### config.mk
export PLATFORM = sky130hd
export DESIGN_NAME = motion_command_admission_queue
export DESIGN_NICKNAME = d
export VERILOG_FILES = /design/src/design/mcaq_pkg.sv /design/src/design/mcaq_slot_ram.sv /design/src/design/mcaq_check.sv /design/src/design/motion_command_admission_queue.sv
export VERILOG_INCLUDE_DIRS = /design/src /design/src/design
export SDC_FILE = /design/constraint.sdc
export NUM_CORES = 2
export LEC_CHECK = 0
export ABC_CLOCK_PERIOD_IN_PS = 49100
export BUFFER_PORTS_ARGS = -buffer_cell sky130_fd_sc_hd__buf_2
export CAP_MARGIN = 20
export CORE_ASPECT_RATIO = 0.75
export CORE_MARGIN = 1
export CORE_UTILIZATION = 40
export CTS_CLUSTER_DIAMETER = 80
export CTS_CLUSTER_SIZE = 16
export DETAILED_ROUTE_END_ITERATION = 16
export GPL_TIMING_DRIVEN = 0
export PLACE_DENSITY = 0.52
export RECOVER_POWER = 25
export SLEW_MARGIN = 25
export SYNTH_ARGS = -nofsm -noshare
export SYNTH_HDL_FRONTEND = slang
export SYNTH_HIERARCHICAL = 1
export SYNTH_SLANG_ARGS = --single-unit
### constraint.sdc
create_clock -name clk -period 49.1 [get_ports clk]
set_clock_uncertainty 0.1 [all_clocks]
set_input_delay 4.91 -clock clk [delete_from_list [all_inputs] [get_ports clk]]
set_output_delay 4.91 -clock clk [all_outputs]
set_load 0.02 [all_outputs]
### src/design/assert_macros.svh
// ---------------------------------------------------------------------------
// Assertion macros
// Shared concurrent assertion forms, clocked on clk and disabled in reset.
// ---------------------------------------------------------------------------
`ifndef ASSERT_MACROS_SVH
`define ASSERT_MACROS_SVH

// The expression holds at every clock edge outside reset.
`define ASSERT_ALWAYS(label, expr, msg) \
  label: assert property (@(posedge clk) disable iff (!rst_n) (expr)) else $error(msg);

// The consequent holds in the same cycle as the antecedent.
`define ASSERT_IMPLY(label, ante, cons, msg) \
  label: assert property (@(posedge clk) disable iff (!rst_n) (ante) |-> (cons)) \
    else $error(msg);

// The consequent holds in the cycle after the antecedent.
`define ASSERT_NEXT(label, ante, cons, msg) \
  label: assert property (@(posedge clk) disable iff (!rst_n) (ante) |=> (cons)) \
    else $error(msg);

`endif

### src/design/mcaq_pkg.sv
// ---------------------------------------------------------------------------
// Motion command admission queue package
// Sizes, codes, word layouts and shared helpers of the admission queue.
// ---------------------------------------------------------------------------
package mcaq_pkg;

  localparam int QUEUE_DEPTH = 16;
  localparam int AXES        = 4;
  localparam int PTR_W       = $clog2(QUEUE_DEPTH);
  localparam int CNT_W       = $clog2(QUEUE_DEPTH + 1);

  localparam int POS_W     = 32;
  localparam int LIMIT_W   = 31;
  localparam int FEED_W    = 16;
  localparam int ID_W      = 16;
  localparam int ARG_W     = 16;
  localparam int KIND_W    = 3;
  localparam int CODE_W    = 3;
  localparam int REQ_W     = 2;
  localparam int MASK_W    = 5;
  localparam int REG_IDX_W = 3;

  localparam int AX_X = 0;
  localparam int AX_Y = 1;
  localparam int AX_Z = 2;
  localparam int AX_A = 3;

  localparam logic [REQ_W-1:0] REQ_SUBMIT = 2'd0;
  localparam logic [REQ_W-1:0] REQ_PULL   = 2'd1;
  localparam logic [REQ_W-1:0] REQ_RETIRE = 2'd2;

  localparam logic [KIND_W-1:0] KIND_WAIT    = 3'd0;
  localparam logic [KIND_W-1:0] KIND_SPINDLE = 3'd1;
  localparam logic [KIND_W-1:0] KIND_DRILL   = 3'd2;
  localparam logic [KIND_W-1:0] KIND_GOTO    = 3'd3;

  localparam logic [CODE_W-1:0] RESP_OK        = 3'd0;
  localparam logic [CODE_W-1:0] RESP_INVALID   = 3'd1;
  localparam logic [CODE_W-1:0] RESP_FULL      = 3'd2;
  localparam logic [CODE_W-1:0] RESP_NO_PULL   = 3'd3;
  localparam logic [CODE_W-1:0] RESP_NO_RETIRE = 3'd4;

  localparam logic [REG_IDX_W-1:0] REG_LIMIT_X    = 3'd0;
  localparam logic [REG_IDX_W-1:0] REG_LIMIT_Y    = 3'd1;
  localparam logic [REG_IDX_W-1:0] REG_LIMIT_Z    = 3'd2;
  localparam logic [REG_IDX_W-1:0] REG_LIMIT_A    = 3'd3;
  localparam logic [REG_IDX_W-1:0] REG_FEED_LIMIT = 3'd4;

  localparam logic [ARG_W-1:0]   SPINDLE_MAX      = 16'd60000;
  localparam logic [MASK_W-1:0]  FEED_GIVEN       = 5'h10;
  localparam logic [LIMIT_W-1:0] LIMIT_RESET      = 31'h7FFF_FFFF;
  localparam logic [FEED_W-1:0]  FEED_LIMIT_RESET = 16'd1500;
  localparam logic [FEED_W-1:0]  PREV_FEED_RESET  = 16'd150;
  localparam logic [POS_W-1:0]   LAST_POS_RESET   = 32'h7FFF_FFFF;

  typedef logic [AXES-1:0][POS_W-1:0]   pos_vec_t;
  typedef logic [AXES-1:0][LIMIT_W-1:0] limit_vec_t;

  typedef struct packed {
    logic [REQ_W-1:0]        req_type;
    logic [KIND_W-1:0]       cmd_kind;
    logic [ID_W-1:0]         cmd_id;
    logic signed [POS_W-1:0] pos_x;
    logic signed [POS_W-1:0] pos_y;
    logic signed [POS_W-1:0] pos_z;
    logic signed [POS_W-1:0] pos_a;
    logic [FEED_W-1:0]       feed_rate;
    logic [MASK_W-1:0]       present_mask;
    logic [ARG_W-1:0]        clearance;
    logic [ARG_W-1:0]        count_arg;
  } in_word_t;

  typedef struct packed {
    logic [CODE_W-1:0]       resp_code;
    logic [KIND_W-1:0]       out_kind;
    logic [ID_W-1:0]         out_id;
    logic signed [POS_W-1:0] out_x;
    logic signed [POS_W-1:0] out_y;
    logic signed [POS_W-1:0] out_z;
    logic signed [POS_W-1:0] out_a;
    logic [FEED_W-1:0]       out_feed;
    logic [ARG_W-1:0]        out_clearance;
    logic [ARG_W-1:0]        out_count;
    logic [CNT_W-1:0]        free_slots;
  } out_word_t;

  typedef struct packed {
    logic [KIND_W-1:0] kind;
    logic [ID_W-1:0]   id;
    logic [FEED_W-1:0] feed;
    pos_vec_t          pos;
    logic [ARG_W-1:0]  clearance;
    logic [ARG_W-1:0]  count;
  } slot_t;

  typedef struct packed {
    logic            ok;
    slot_t           slot;
    logic [AXES-1:0] pos_upd;
    pos_vec_t        new_pos;
    logic            feed_upd;
  } chk_t;

  function automatic logic [PTR_W-1:0] ptr_adv(input logic [PTR_W-1:0] p);
    return (p == PTR_W'(QUEUE_DEPTH - 1)) ? '0 : p + 1'b1;
  endfunction

endpackage

### src/design/mcaq_slot_ram.sv
// ---------------------------------------------------------------------------
// Slot store
// Queue slot memory with one write port and registered pull and retire reads.
// ---------------------------------------------------------------------------
module mcaq_slot_ram (
  input  logic                        clk,
  input  logic                        wr_en,
  input  logic [mcaq_pkg::PTR_W-1:0]  wr_addr,
  input  mcaq_pkg::slot_t             wr_data,
  input  logic                        rd_en,
  input  logic [mcaq_pkg::PTR_W-1:0]  pull_addr,
  input  logic [mcaq_pkg::PTR_W-1:0]  retire_addr,
  output mcaq_pkg::slot_t             pull_data,
  output mcaq_pkg::slot_t             retire_data
);

  mcaq_pkg::slot_t mem [mcaq_pkg::QUEUE_DEPTH];
  mcaq_pkg::slot_t pull_data_r;
  mcaq_pkg::slot_t retire_data_r;

  always_ff @(posedge clk) begin
    if (wr_en) begin
      mem[wr_addr] <= wr_data;
    end
  end

  // A read of the slot being written returns the new contents.
  always_ff @(posedge clk) begin
    if (rd_en) begin
      pull_data_r   <= (wr_en && wr_addr == pull_addr) ? wr_data : mem[pull_addr];
      retire_data_r <= (wr_en && wr_addr == retire_addr) ? wr_data : mem[retire_addr];
    end
  end

  assign pull_data   = pull_data_r;
  assign retire_data = retire_data_r;

endmodule

### src/design/mcaq_check.sv
// ---------------------------------------------------------------------------
// Command check
// Fills in missing goto axes and feed and checks a command against limits.
// ---------------------------------------------------------------------------
module mcaq_check (
  input  mcaq_pkg::in_word_t                 item,
  input  mcaq_pkg::limit_vec_t               limit,
  input  logic [mcaq_pkg::FEED_W-1:0]        feed_limit,
  input  mcaq_pkg::pos_vec_t                 last_pos,
  input  logic [mcaq_pkg::FEED_W-1:0]        prev_feed,
  output mcaq_pkg::chk_t                     chk
);

  mcaq_pkg::pos_vec_t                p;
  mcaq_pkg::pos_vec_t                goto_pos;
  logic [mcaq_pkg::AXES-1:0]         drill_in;
  logic [mcaq_pkg::AXES-1:0]         goto_in;
  logic [mcaq_pkg::FEED_W-1:0]       goto_feed;
  logic signed [mcaq_pkg::POS_W:0]   ztop;
  logic signed [mcaq_pkg::POS_W:0]   depth;
  logic                              ztop_ok;
  logic                              depth_ok;

  assign p[mcaq_pkg::AX_X] = item.pos_x;
  assign p[mcaq_pkg::AX_Y] = item.pos_y;
  assign p[mcaq_pkg::AX_Z] = item.pos_z;
  assign p[mcaq_pkg::AX_A] = item.pos_a;

  always_comb begin
    for (int i = 0; i < mcaq_pkg::AXES; i++) begin
      goto_pos[i] = item.present_mask[i] ? p[i] : last_pos[i];
      drill_in[i] = $signed(p[i]) <= $signed({1'b0, limit[i]});
      goto_in[i]  = $signed(goto_pos[i]) <= $signed({1'b0, limit[i]});
    end
  end

  assign goto_feed = ((item.present_mask & mcaq_pkg::FEED_GIVEN) != '0) ?
                     item.feed_rate : prev_feed;

  assign ztop = $signed({p[mcaq_pkg::AX_Z][mcaq_pkg::POS_W-1], p[mcaq_pkg::AX_Z]}) +
                $signed({{(mcaq_pkg::POS_W + 1 - mcaq_pkg::ARG_W){1'b0}}, item.clearance});
  assign ztop_ok = ztop <= $signed({2'b00, limit[mcaq_pkg::AX_Z]});

  assign depth = $signed({p[mcaq_pkg::AX_Z][mcaq_pkg::POS_W-1], p[mcaq_pkg::AX_Z]}) -
                 $signed({p[mcaq_pkg::AX_A][mcaq_pkg::POS_W-1], p[mcaq_pkg::AX_A]});
  assign depth_ok = !depth[mcaq_pkg::POS_W];

  always_comb begin
    chk           = '0;
    chk.slot.kind = item.cmd_kind;
    chk.slot.id   = item.cmd_id;
    case (item.cmd_kind)
      mcaq_pkg::KIND_WAIT: begin
        chk.ok         = item.count_arg != '0;
        chk.slot.count = item.count_arg;
      end
      mcaq_pkg::KIND_SPINDLE: begin
        chk.ok         = item.count_arg <= mcaq_pkg::SPINDLE_MAX;
        chk.slot.count = item.count_arg;
      end
      mcaq_pkg::KIND_DRILL: begin
        chk.ok = drill_in[mcaq_pkg::AX_X] && drill_in[mcaq_pkg::AX_Y] && ztop_ok &&
                 depth_ok && (item.feed_rate <= feed_limit) && (item.count_arg != '0);
        chk.slot.pos       = p;
        chk.slot.feed      = item.feed_rate;
        chk.slot.clearance = item.clearance;
        chk.slot.count     = item.count_arg;
        chk.new_pos        = p;
        chk.new_pos[mcaq_pkg::AX_Z]   = ztop[mcaq_pkg::POS_W-1:0];
        chk.pos_upd[mcaq_pkg::AX_X]   = 1'b1;
        chk.pos_upd[mcaq_pkg::AX_Y]   = 1'b1;
        chk.pos_upd[mcaq_pkg::AX_Z]   = 1'b1;
      end
      mcaq_pkg::KIND_GOTO: begin
        chk.ok        = (goto_feed <= feed_limit) && (&goto_in);
        chk.slot.pos  = goto_pos;
        chk.slot.feed = goto_feed;
        chk.new_pos   = goto_pos;
        chk.pos_upd   = '1;
        chk.feed_upd  = 1'b1;
      end
      default: begin
        chk.ok = 1'b0;
      end
    endcase
  end

endmodule

### src/design/motion_command_admission_queue.sv
// ---------------------------------------------------------------------------
// Motion command admission queue
// Checks wait, spindle, drill and goto commands and keeps accepted ones in a
// ring queue with separate pull and retire pointers.
// ---------------------------------------------------------------------------
// Every request word returns exactly one response word. A word is taken into
// an input register together with the registered read of the slot store, and
// its response is formed into the output register when that one is empty or
// its word is taken, so one word can be accepted in every cycle while the
// response side takes words; the registered read port of the slot store sets
// this two-stage depth. The slot store has no clearing pass after reset.
`include "assert_macros.svh"

module motion_command_admission_queue (
  input  logic                             clk,
  input  logic                             rst_n,
  input  logic                             cfg_wr_en,
  input  logic [mcaq_pkg::REG_IDX_W-1:0]   cfg_index,
  input  logic [mcaq_pkg::LIMIT_W-1:0]     cfg_data,
  input  logic                             in_valid,
  output logic                             in_stall,
  input  mcaq_pkg::in_word_t               in_word,
  output logic                             out_valid,
  input  logic                             out_stall,
  output mcaq_pkg::out_word_t              out_word
);

  logic                             a_valid_r;
  mcaq_pkg::in_word_t               a_item_r;
  logic                             out_valid_r;
  mcaq_pkg::out_word_t              out_word_r;
  mcaq_pkg::out_word_t              res;

  logic [mcaq_pkg::PTR_W-1:0]       write_ptr_r, write_ptr_nxt;
  logic [mcaq_pkg::PTR_W-1:0]       read_ptr_r, read_ptr_nxt;
  logic [mcaq_pkg::PTR_W-1:0]       retire_ptr_r, retire_ptr_nxt;
  logic [mcaq_pkg::CNT_W-1:0]       free_r, free_nxt;
  logic [mcaq_pkg::CNT_W-1:0]       ready_r, ready_nxt;
  mcaq_pkg::pos_vec_t               last_pos_r, last_pos_nxt;
  logic [mcaq_pkg::FEED_W-1:0]      prev_feed_r, prev_feed_nxt;
  logic [mcaq_pkg::ID_W-1:0]        last_id_r, last_id_nxt;
  mcaq_pkg::limit_vec_t             limit_r;
  logic [mcaq_pkg::FEED_W-1:0]      feed_limit_r;

  logic                             commit;
  logic                             in_acc;
  logic                             wr_en;
  logic                             sub_ack;
  logic [mcaq_pkg::CNT_W:0]         occupied;
  mcaq_pkg::slot_t                  pull_slot;
  mcaq_pkg::slot_t                  retire_slot;
  mcaq_pkg::chk_t                   chk;

  assign commit    = a_valid_r && (!out_valid_r || !out_stall);
  assign in_stall  = a_valid_r && !commit;
  assign in_acc    = in_valid && !in_stall;
  assign out_valid = out_valid_r;
  assign out_word  = out_word_r;
  assign occupied  = {1'b0, free_r} + {1'b0, ready_r};

  mcaq_check u_check (
    .item       (a_item_r),
    .limit      (limit_r),
    .feed_limit (feed_limit_r),
    .last_pos   (last_pos_r),
    .prev_feed  (prev_feed_r),
    .chk        (chk)
  );

  mcaq_slot_ram u_slot_ram (
    .clk         (clk),
    .wr_en       (wr_en),
    .wr_addr     (write_ptr_r),
    .wr_data     (chk.slot),
    .rd_en       (in_acc),
    .pull_addr   (read_ptr_nxt),
    .retire_addr (retire_ptr_nxt),
    .pull_data   (pull_slot),
    .retire_data (retire_slot)
  );

  always_comb begin
    res            = '0;
    write_ptr_nxt  = write_ptr_r;
    read_ptr_nxt   = read_ptr_r;
    retire_ptr_nxt = retire_ptr_r;
    free_nxt       = free_r;
    ready_nxt      = ready_r;
    last_pos_nxt   = last_pos_r;
    prev_feed_nxt  = prev_feed_r;
    last_id_nxt    = last_id_r;
    wr_en          = 1'b0;
    sub_ack        = 1'b0;
    res.out_id     = last_id_r;
    if (commit) begin
      case (a_item_r.req_type)
        mcaq_pkg::REQ_SUBMIT: begin
          res.out_kind = a_item_r.cmd_kind;
          if (free_r == '0) begin
            res.resp_code = mcaq_pkg::RESP_FULL;
          end else if (!chk.ok) begin
            res.resp_code = mcaq_pkg::RESP_INVALID;
          end else begin
            res.resp_code = mcaq_pkg::RESP_OK;
            res.out_id    = a_item_r.cmd_id;
            wr_en         = 1'b1;
            sub_ack       = 1'b1;
            write_ptr_nxt = mcaq_pkg::ptr_adv(write_ptr_r);
            free_nxt      = free_r - 1'b1;
            ready_nxt     = ready_r + 1'b1;
            last_id_nxt   = a_item_r.cmd_id;
            for (int i = 0; i < mcaq_pkg::AXES; i++) begin
              if (chk.pos_upd[i]) begin
                last_pos_nxt[i] = chk.new_pos[i];
              end
            end
            if (chk.feed_upd) begin
              prev_feed_nxt = chk.slot.feed;
            end
          end
        end
        mcaq_pkg::REQ_PULL: begin
          if (ready_r == '0) begin
            res.resp_code = mcaq_pkg::RESP_NO_PULL;
          end else begin
            res.resp_code     = mcaq_pkg::RESP_OK;
            res.out_kind      = pull_slot.kind;
            res.out_id        = pull_slot.id;
            res.out_x         = pull_slot.pos[mcaq_pkg::AX_X];
            res.out_y         = pull_slot.pos[mcaq_pkg::AX_Y];
            res.out_z         = pull_slot.pos[mcaq_pkg::AX_Z];
            res.out_a         = pull_slot.pos[mcaq_pkg::AX_A];
            res.out_feed      = pull_slot.feed;
            res.out_clearance = pull_slot.clearance;
            res.out_count     = pull_slot.count;
            read_ptr_nxt      = mcaq_pkg::ptr_adv(read_ptr_r);
            ready_nxt         = ready_r - 1'b1;
          end
        end
        mcaq_pkg::REQ_RETIRE: begin
          if (occupied == (mcaq_pkg::CNT_W + 1)'(mcaq_pkg::QUEUE_DEPTH)) begin
            res.resp_code = mcaq_pkg::RESP_NO_RETIRE;
          end else begin
            res.resp_code  = mcaq_pkg::RESP_OK;
            res.out_kind   = retire_slot.kind;
            res.out_id     = retire_slot.id;
            retire_ptr_nxt = mcaq_pkg::ptr_adv(retire_ptr_r);
            free_nxt       = free_r + 1'b1;
          end
        end
        default: begin
          res.resp_code = mcaq_pkg::RESP_INVALID;
        end
      endcase
    end
    res.free_slots = free_nxt;
  end

  always_ff @(posedge clk) begin
    if (!rst_n) begin
      a_valid_r    <= 1'b0;
      out_valid_r  <= 1'b0;
      write_ptr_r  <= '0;
      read_ptr_r   <= '0;
      retire_ptr_r <= '0;
      free_r       <= mcaq_pkg::CNT_W'(mcaq_pkg::QUEUE_DEPTH);
      ready_r      <= '0;
      last_pos_r   <= {mcaq_pkg::AXES{mcaq_pkg::LAST_POS_RESET}};
      prev_feed_r  <= mcaq_pkg::PREV_FEED_RESET;
      last_id_r    <= '0;
      limit_r      <= {mcaq_pkg::AXES{mcaq_pkg::LIMIT_RESET}};
      feed_limit_r <= mcaq_pkg::FEED_LIMIT_RESET;
    end else begin
      if (in_acc) begin
        a_valid_r <= 1'b1;
      end else if (commit) begin
        a_valid_r <= 1'b0;
      end
      if (commit) begin
        out_valid_r <= 1'b1;
      end else if (!out_stall) begin
        out_valid_r <= 1'b0;
      end
      write_ptr_r  <= write_ptr_nxt;
      read_ptr_r   <= read_ptr_nxt;
      retire_ptr_r <= retire_ptr_nxt;
      free_r       <= free_nxt;
      ready_r      <= ready_nxt;
      last_pos_r   <= last_pos_nxt;
      prev_feed_r  <= prev_feed_nxt;
      last_id_r    <= last_id_nxt;
      if (cfg_wr_en) begin
        case (cfg_index)
          mcaq_pkg::REG_LIMIT_X:    limit_r[mcaq_pkg::AX_X] <= cfg_data;
          mcaq_pkg::REG_LIMIT_Y:    limit_r[mcaq_pkg::AX_Y] <= cfg_data;
          mcaq_pkg::REG_LIMIT_Z:    limit_r[mcaq_pkg::AX_Z] <= cfg_data;
          mcaq_pkg::REG_LIMIT_A:    limit_r[mcaq_pkg::AX_A] <= cfg_data;
          mcaq_pkg::REG_FEED_LIMIT: feed_limit_r <= cfg_data[mcaq_pkg::FEED_W-1:0];
          default: begin
          end
        endcase
      end
    end
  end

  always_ff @(posedge clk) begin
    if (in_acc) begin
      a_item_r <= in_word;
    end
    if (commit) begin
      out_word_r <= res;
    end
  end

  `ASSERT_ALWAYS(a_occupancy_bound, occupied <= (mcaq_pkg::CNT_W + 1)'(mcaq_pkg::QUEUE_DEPTH), "free and ready slots exceed the queue depth")
  `ASSERT_NEXT(a_submit_takes_slot, sub_ack, free_r == $past(free_r) - 1'b1, "accepted submit did not take a free slot")
  `ASSERT_IMPLY(a_stall_needs_word, in_stall, a_valid_r && out_valid_r, "input stalled without a held word")

endmodule

After elaboration in Yosys (flattened, before gate mapping)
Memory sizes are Yosys's and may differ from the RTL's. A register that Yosys moved wholly into a read port is not among the register bits.
Cells that the tools add are included.

word-level totals
  register bits after elaboration = 729
  bits in writable memories = 3,120
  output and inout bits = 205
  memories = 1

operators by class
  $add $sub $neg = 10
  $lt $le $gt $ge = 10
  eq/ne operators = 17
  mux-type cells = 49
  bitwise logic cells = 2
  reduce and logical (&&, ||, !) cells = 38

memory list
  memory          depth  bits a word  rd ports  clocked after memory_dff  write ports  RTL line             text
  u_slot_ram.mem  16     195          2         2                         1            mcaq_slot_ram.sv:17  mcaq_pkg::slot_t mem [mcaq_pkg::QUEUE_DEPTH];

operators by type and width
  cell                    number
  $pmux W144 S2           1
  $pmux W131 S2           1
  $mux W195               1
  $le A32 B32 Y1          6
  $mux W32                4
  $mux W16                5
  $pmux W19 S3            1
  $mux W4                 9
  $mux W5                 7
  $add A32 B17 Y33        1
  $le A33 B32 Y1          1
  $sub A32 B32 Y33        1
  $le A16 B16 Y1          2
  $reduce_and A5 Y1       5
  $pmux W5 S2             2
  $mux W19                1
  $le A16 B16 Y1 const B  1
  $reduce_bool A16 Y1     1
  $add A4 B1 Y4 const B   3
  $eq A3 B2 Y1 const B    4
  $eq A4 B4 Y1 const B    3
  $mux W1                 12
  $reduce_and A2 Y1       6
  $add A5 B1 Y5 const B   2
  other kinds (24)        46

Logic depth before layout (Yosys ltp)
  depth in word-level cells = 13
  depth in mapped cells = 31

Modules after synthesis
The synthesis kept the hierarchy.

modules (own cells, without submodules)
  module                          times used  cells an instance  area each (sq um)  sequential area each (sq um)
  mcaq_slot_ram                   1           7,975              157,215.8          105,401.1
  motion_command_admission_queue  1           2,208              25,884.8           18,647.9
  mcaq_check                      1           1,803              13,088.8           0.0

Worst setup path after synthesis
OpenSTA, ideal clock, no wires.

  path kind = input-to-reg
  from = in out_stall
  to = reg a_item_r[0] in the netlist's numbering (enable)
  library setup time = 1,618 ps
  data arrival time = 30,931 ps
  data required time = 47,382 ps
  path slack = 16,450 ps
  stages on the path = 2
  path through = and3_1 -> nor2b_1

between the ends
  word-level cells in the longest chain between the ends = 7

RTL lines
  what                  RTL line                               text
  from (decl)           motion_command_admission_queue.sv:24   input logic out_stall,
  $logic_not A1 Y1      -
  $logic_or A1 B1 Y1    motion_command_admission_queue.sv:54   assign commit = a_valid_r && (!out_valid_r || !out_stall);
  $logic_and A1 B1 Y1   motion_command_admission_queue.sv:54
  $logic_not A1 Y1      motion_command_admission_queue.sv:55   assign in_stall = a_valid_r && !commit;
  $logic_and A1 B1 Y1   motion_command_admission_queue.sv:55
  $logic_not A1 Y1      motion_command_admission_queue.sv:56   assign in_acc = in_valid && !in_stall;
  $logic_and A1 B1 Y1   motion_command_admission_queue.sv:56
  via in_acc            motion_command_admission_queue.sv:46   logic in_acc;
  to (signal assigned)  motion_command_admission_queue.sv:208  a_item_r <= in_word;
  to (decl)             motion_command_admission_queue.sv:29   mcaq_pkg::in_word_t a_item_r;

The timed path passes the listed nets, and every way through them passes these cells.
A chain may end at the register's enable or synchronous reset.

==> summary.txt <==
Outcome: finished, violations left
Violations in the final reports: capacitance limit, slew limit
Placer congestion estimate: 0.903
Dpl hpwl: 417000 um
Fin. Hold Viols: 0
Die ar.: 0.421 sq mm
Final worst-path cycle share: 24.7%
Post-DR vias/cell: 5.85
Most used cell, CP: buf_4
Total Routing Usage GR: 26.6%
Largest net degree at the start of global routing: 82
PortBufs: 444
Hold Path Origin: last_pos_r[31]$_SDFFE_PN0P_
Placed cell count: 16130
Vias post-DR: 97242
Final number of setup-violating endpoints: 0
Crit path largest cell delay: 810 ps
FMAX: 82.5 MHz
Worst EP required: 49660 ps
Slew Limit Fails: 75
Final core occ: 46.0%
Core area: 0.416 sq mm
Period minus WS final: 12110 ps
Worst-path clk slew: 70 ps
Die Y: 562 um
Area after DPL: 0.183 sq mm
Worst slack, placed: 37360 ps
R2R setup slack: 36990 ps
Initial Util: 40.2%
R2R Path Start: a_item_r[85]$_DFFE_PP_
Num CTS Buffers: 298
Filler cells: 35951
Worst Hold Depth: 2
CP Capture Type: register
Hold_buf cts: 0
Global-route wire length before repair: 779000 um
DR DRC count: 0
Endpoint, Worst Hold: last_pos_r[31]$_SDFFE_PN0P_
Worst path arrival time: 12670 ps
WP buf/inv: 16
Finished Cell Area: 0.192 sq mm
Cell class contributing the biggest share of worst-path delay: buffers and inverters
Crit-path slowest cell: nor4_1
Synth Instances: 9709
Clock sink count: 4063
Most frequent cells in the layout: 3739 x edfxtp_1, 788 x mux4_2, 715 x nand2_1
Layout Nets: 11394
YS warnings: 6
# rows: 205
P&R area growth vs syn: 14.4%
Clk buf depth: 4
Slew margin rel.: -39.7%
Commonest non-fill, non-tap cell in the layout: edfxtp_1
Slew @ Worst Pin: 2080 ps
Layout cells sized above 1: 23.0%
FF-to-FF path depth: 37
WHS: 357 ps
Vias in the first global route: 95867
Worst-Skew Late Latency: 990 ps
Syn nets: 10262
CTS tree: done
Crit path max fanout: 16
Avg Synthesized Cell Area: 17.2 sq um
Per-cell routed wire length: 34.3 um
Root Buffer: clkbuf_16
Mapped cell area: 0.167 sq mm
H-tree Lvls: 5
Layout Cells excl Fill: 16634
RR Endpoint: u_slot_ram/mem[12][92]$_DFFE_PP_
Power Dens Cells: 34.1 mW/mm^2
Hold WC Path Type: reg -> reg
Crit Path Category: reg -> reg
Crit path launch type: register
Worst VDD drop: 23.0 uV
Post-CTS sizing: 0
Initial DRC Count: 11865
DIE WIDTH: 749 um
Max cap viols: 9
DRT Pass-1 Iters: 6
Initial antenna violation count: 88
Post-route ant nets: 0
Leakage: 64.2 nW
RSZ-0062 raised after global routing: false
Setup bufs post-CTS: 0
Total wire length: 570000 um
Grt total ovfl: 0
I/O pin count: 446
Final WS setup: 36990 ps
## sequential cells by signal, indices dropped and copies added, names as in the netlist, 5 cells and up
name and count:
feed_limit_r 16, last_pos_r 128, u_slot_ram/pull_data 195, a_item_r 202
u_slot_ram/retire_data 19, limit_r 124, free_r 5, prev_feed_r 16
u_slot_ram/mem 3120, ready_r 5, last_id_r 16, out_word 203
## report_power, final
group	switching, mW	internal [mW]	total, mW
logic	0.222	0.0976	0.320
registers	0.0293	3.80	3.83
clock network	1.23	1.15	2.38
total	1.48	5.05	6.53
## per-layer routing
metal	vias up	global-route usage [%]	wire length, um
met5	-	0	91
met1	51519	38.9	247000
li1	40568	-	-
met3	708	4.95	48700
met4	14	8.82	20200
met2	4433	40.2	254000
## through the flow
| step | TNS, ps | total power, mW |
|---|---|---|
| after floorplan | 0 | 4.08 |
| after global placement | -1005900 | 4.24 |
| after detailed placement | 0 | 4.23 |
| after CTS | 0 | 6.58 |
| after global routing | 0 | 6.71 |
| final | 0 | 6.53 |
## cell type report
type | instances | area, sq um | area share, %
diodes | 60 | 150 | 0.0784
multi-input cells | 4695 | 44400 | 23.2
plain buffers | 749 | 3540 | 1.85
well taps | 5589 | 6990 | 3.65
flip-flops and latches | 4063 | 119000 | 62.0
inverters | 202 | 766 | 0.400
repair buffers | 832 | 8480 | 4.43
clock inverters | 36 | 438 | 0.229
clock buffers | 408 | 8020 | 4.19
## tightest hold or removal path: cells and delay by family, from the launching register on
kind / cells / cell delay, ps
compound gates: 1 / 50
flops: 1 / 310
simple gates: 1 / 50
## worst max-delay path by stage
stage	from	to	slack [ps]	cells past startpoint
finish	a_item_r[85]$_DFFE_PP_	u_slot_ram/mem[12][92]$_DFFE_PP_	36990	37
global route	a_item_r[85]$_DFFE_PP_	u_slot_ram/mem[12][92]$_DFFE_PP_	36960	37
CTS	a_item_r[85]$_DFFE_PP_	u_slot_ram/mem[8][95]$_DFFE_PP_	37290	37
detailed placement	a_item_r[85]$_DFFE_PP_	u_slot_ram/mem[8][94]$_DFFE_PP_	37360	37
global placement	out_stall	u_slot_ram/mem[0][95]$_DFFE_PP_	-2250	9
floorplan	out_stall	u_slot_ram/mem[0][0]$_DFFE_PP_	24360	8
No activity file was read; power rests on OpenSTA's default activity.
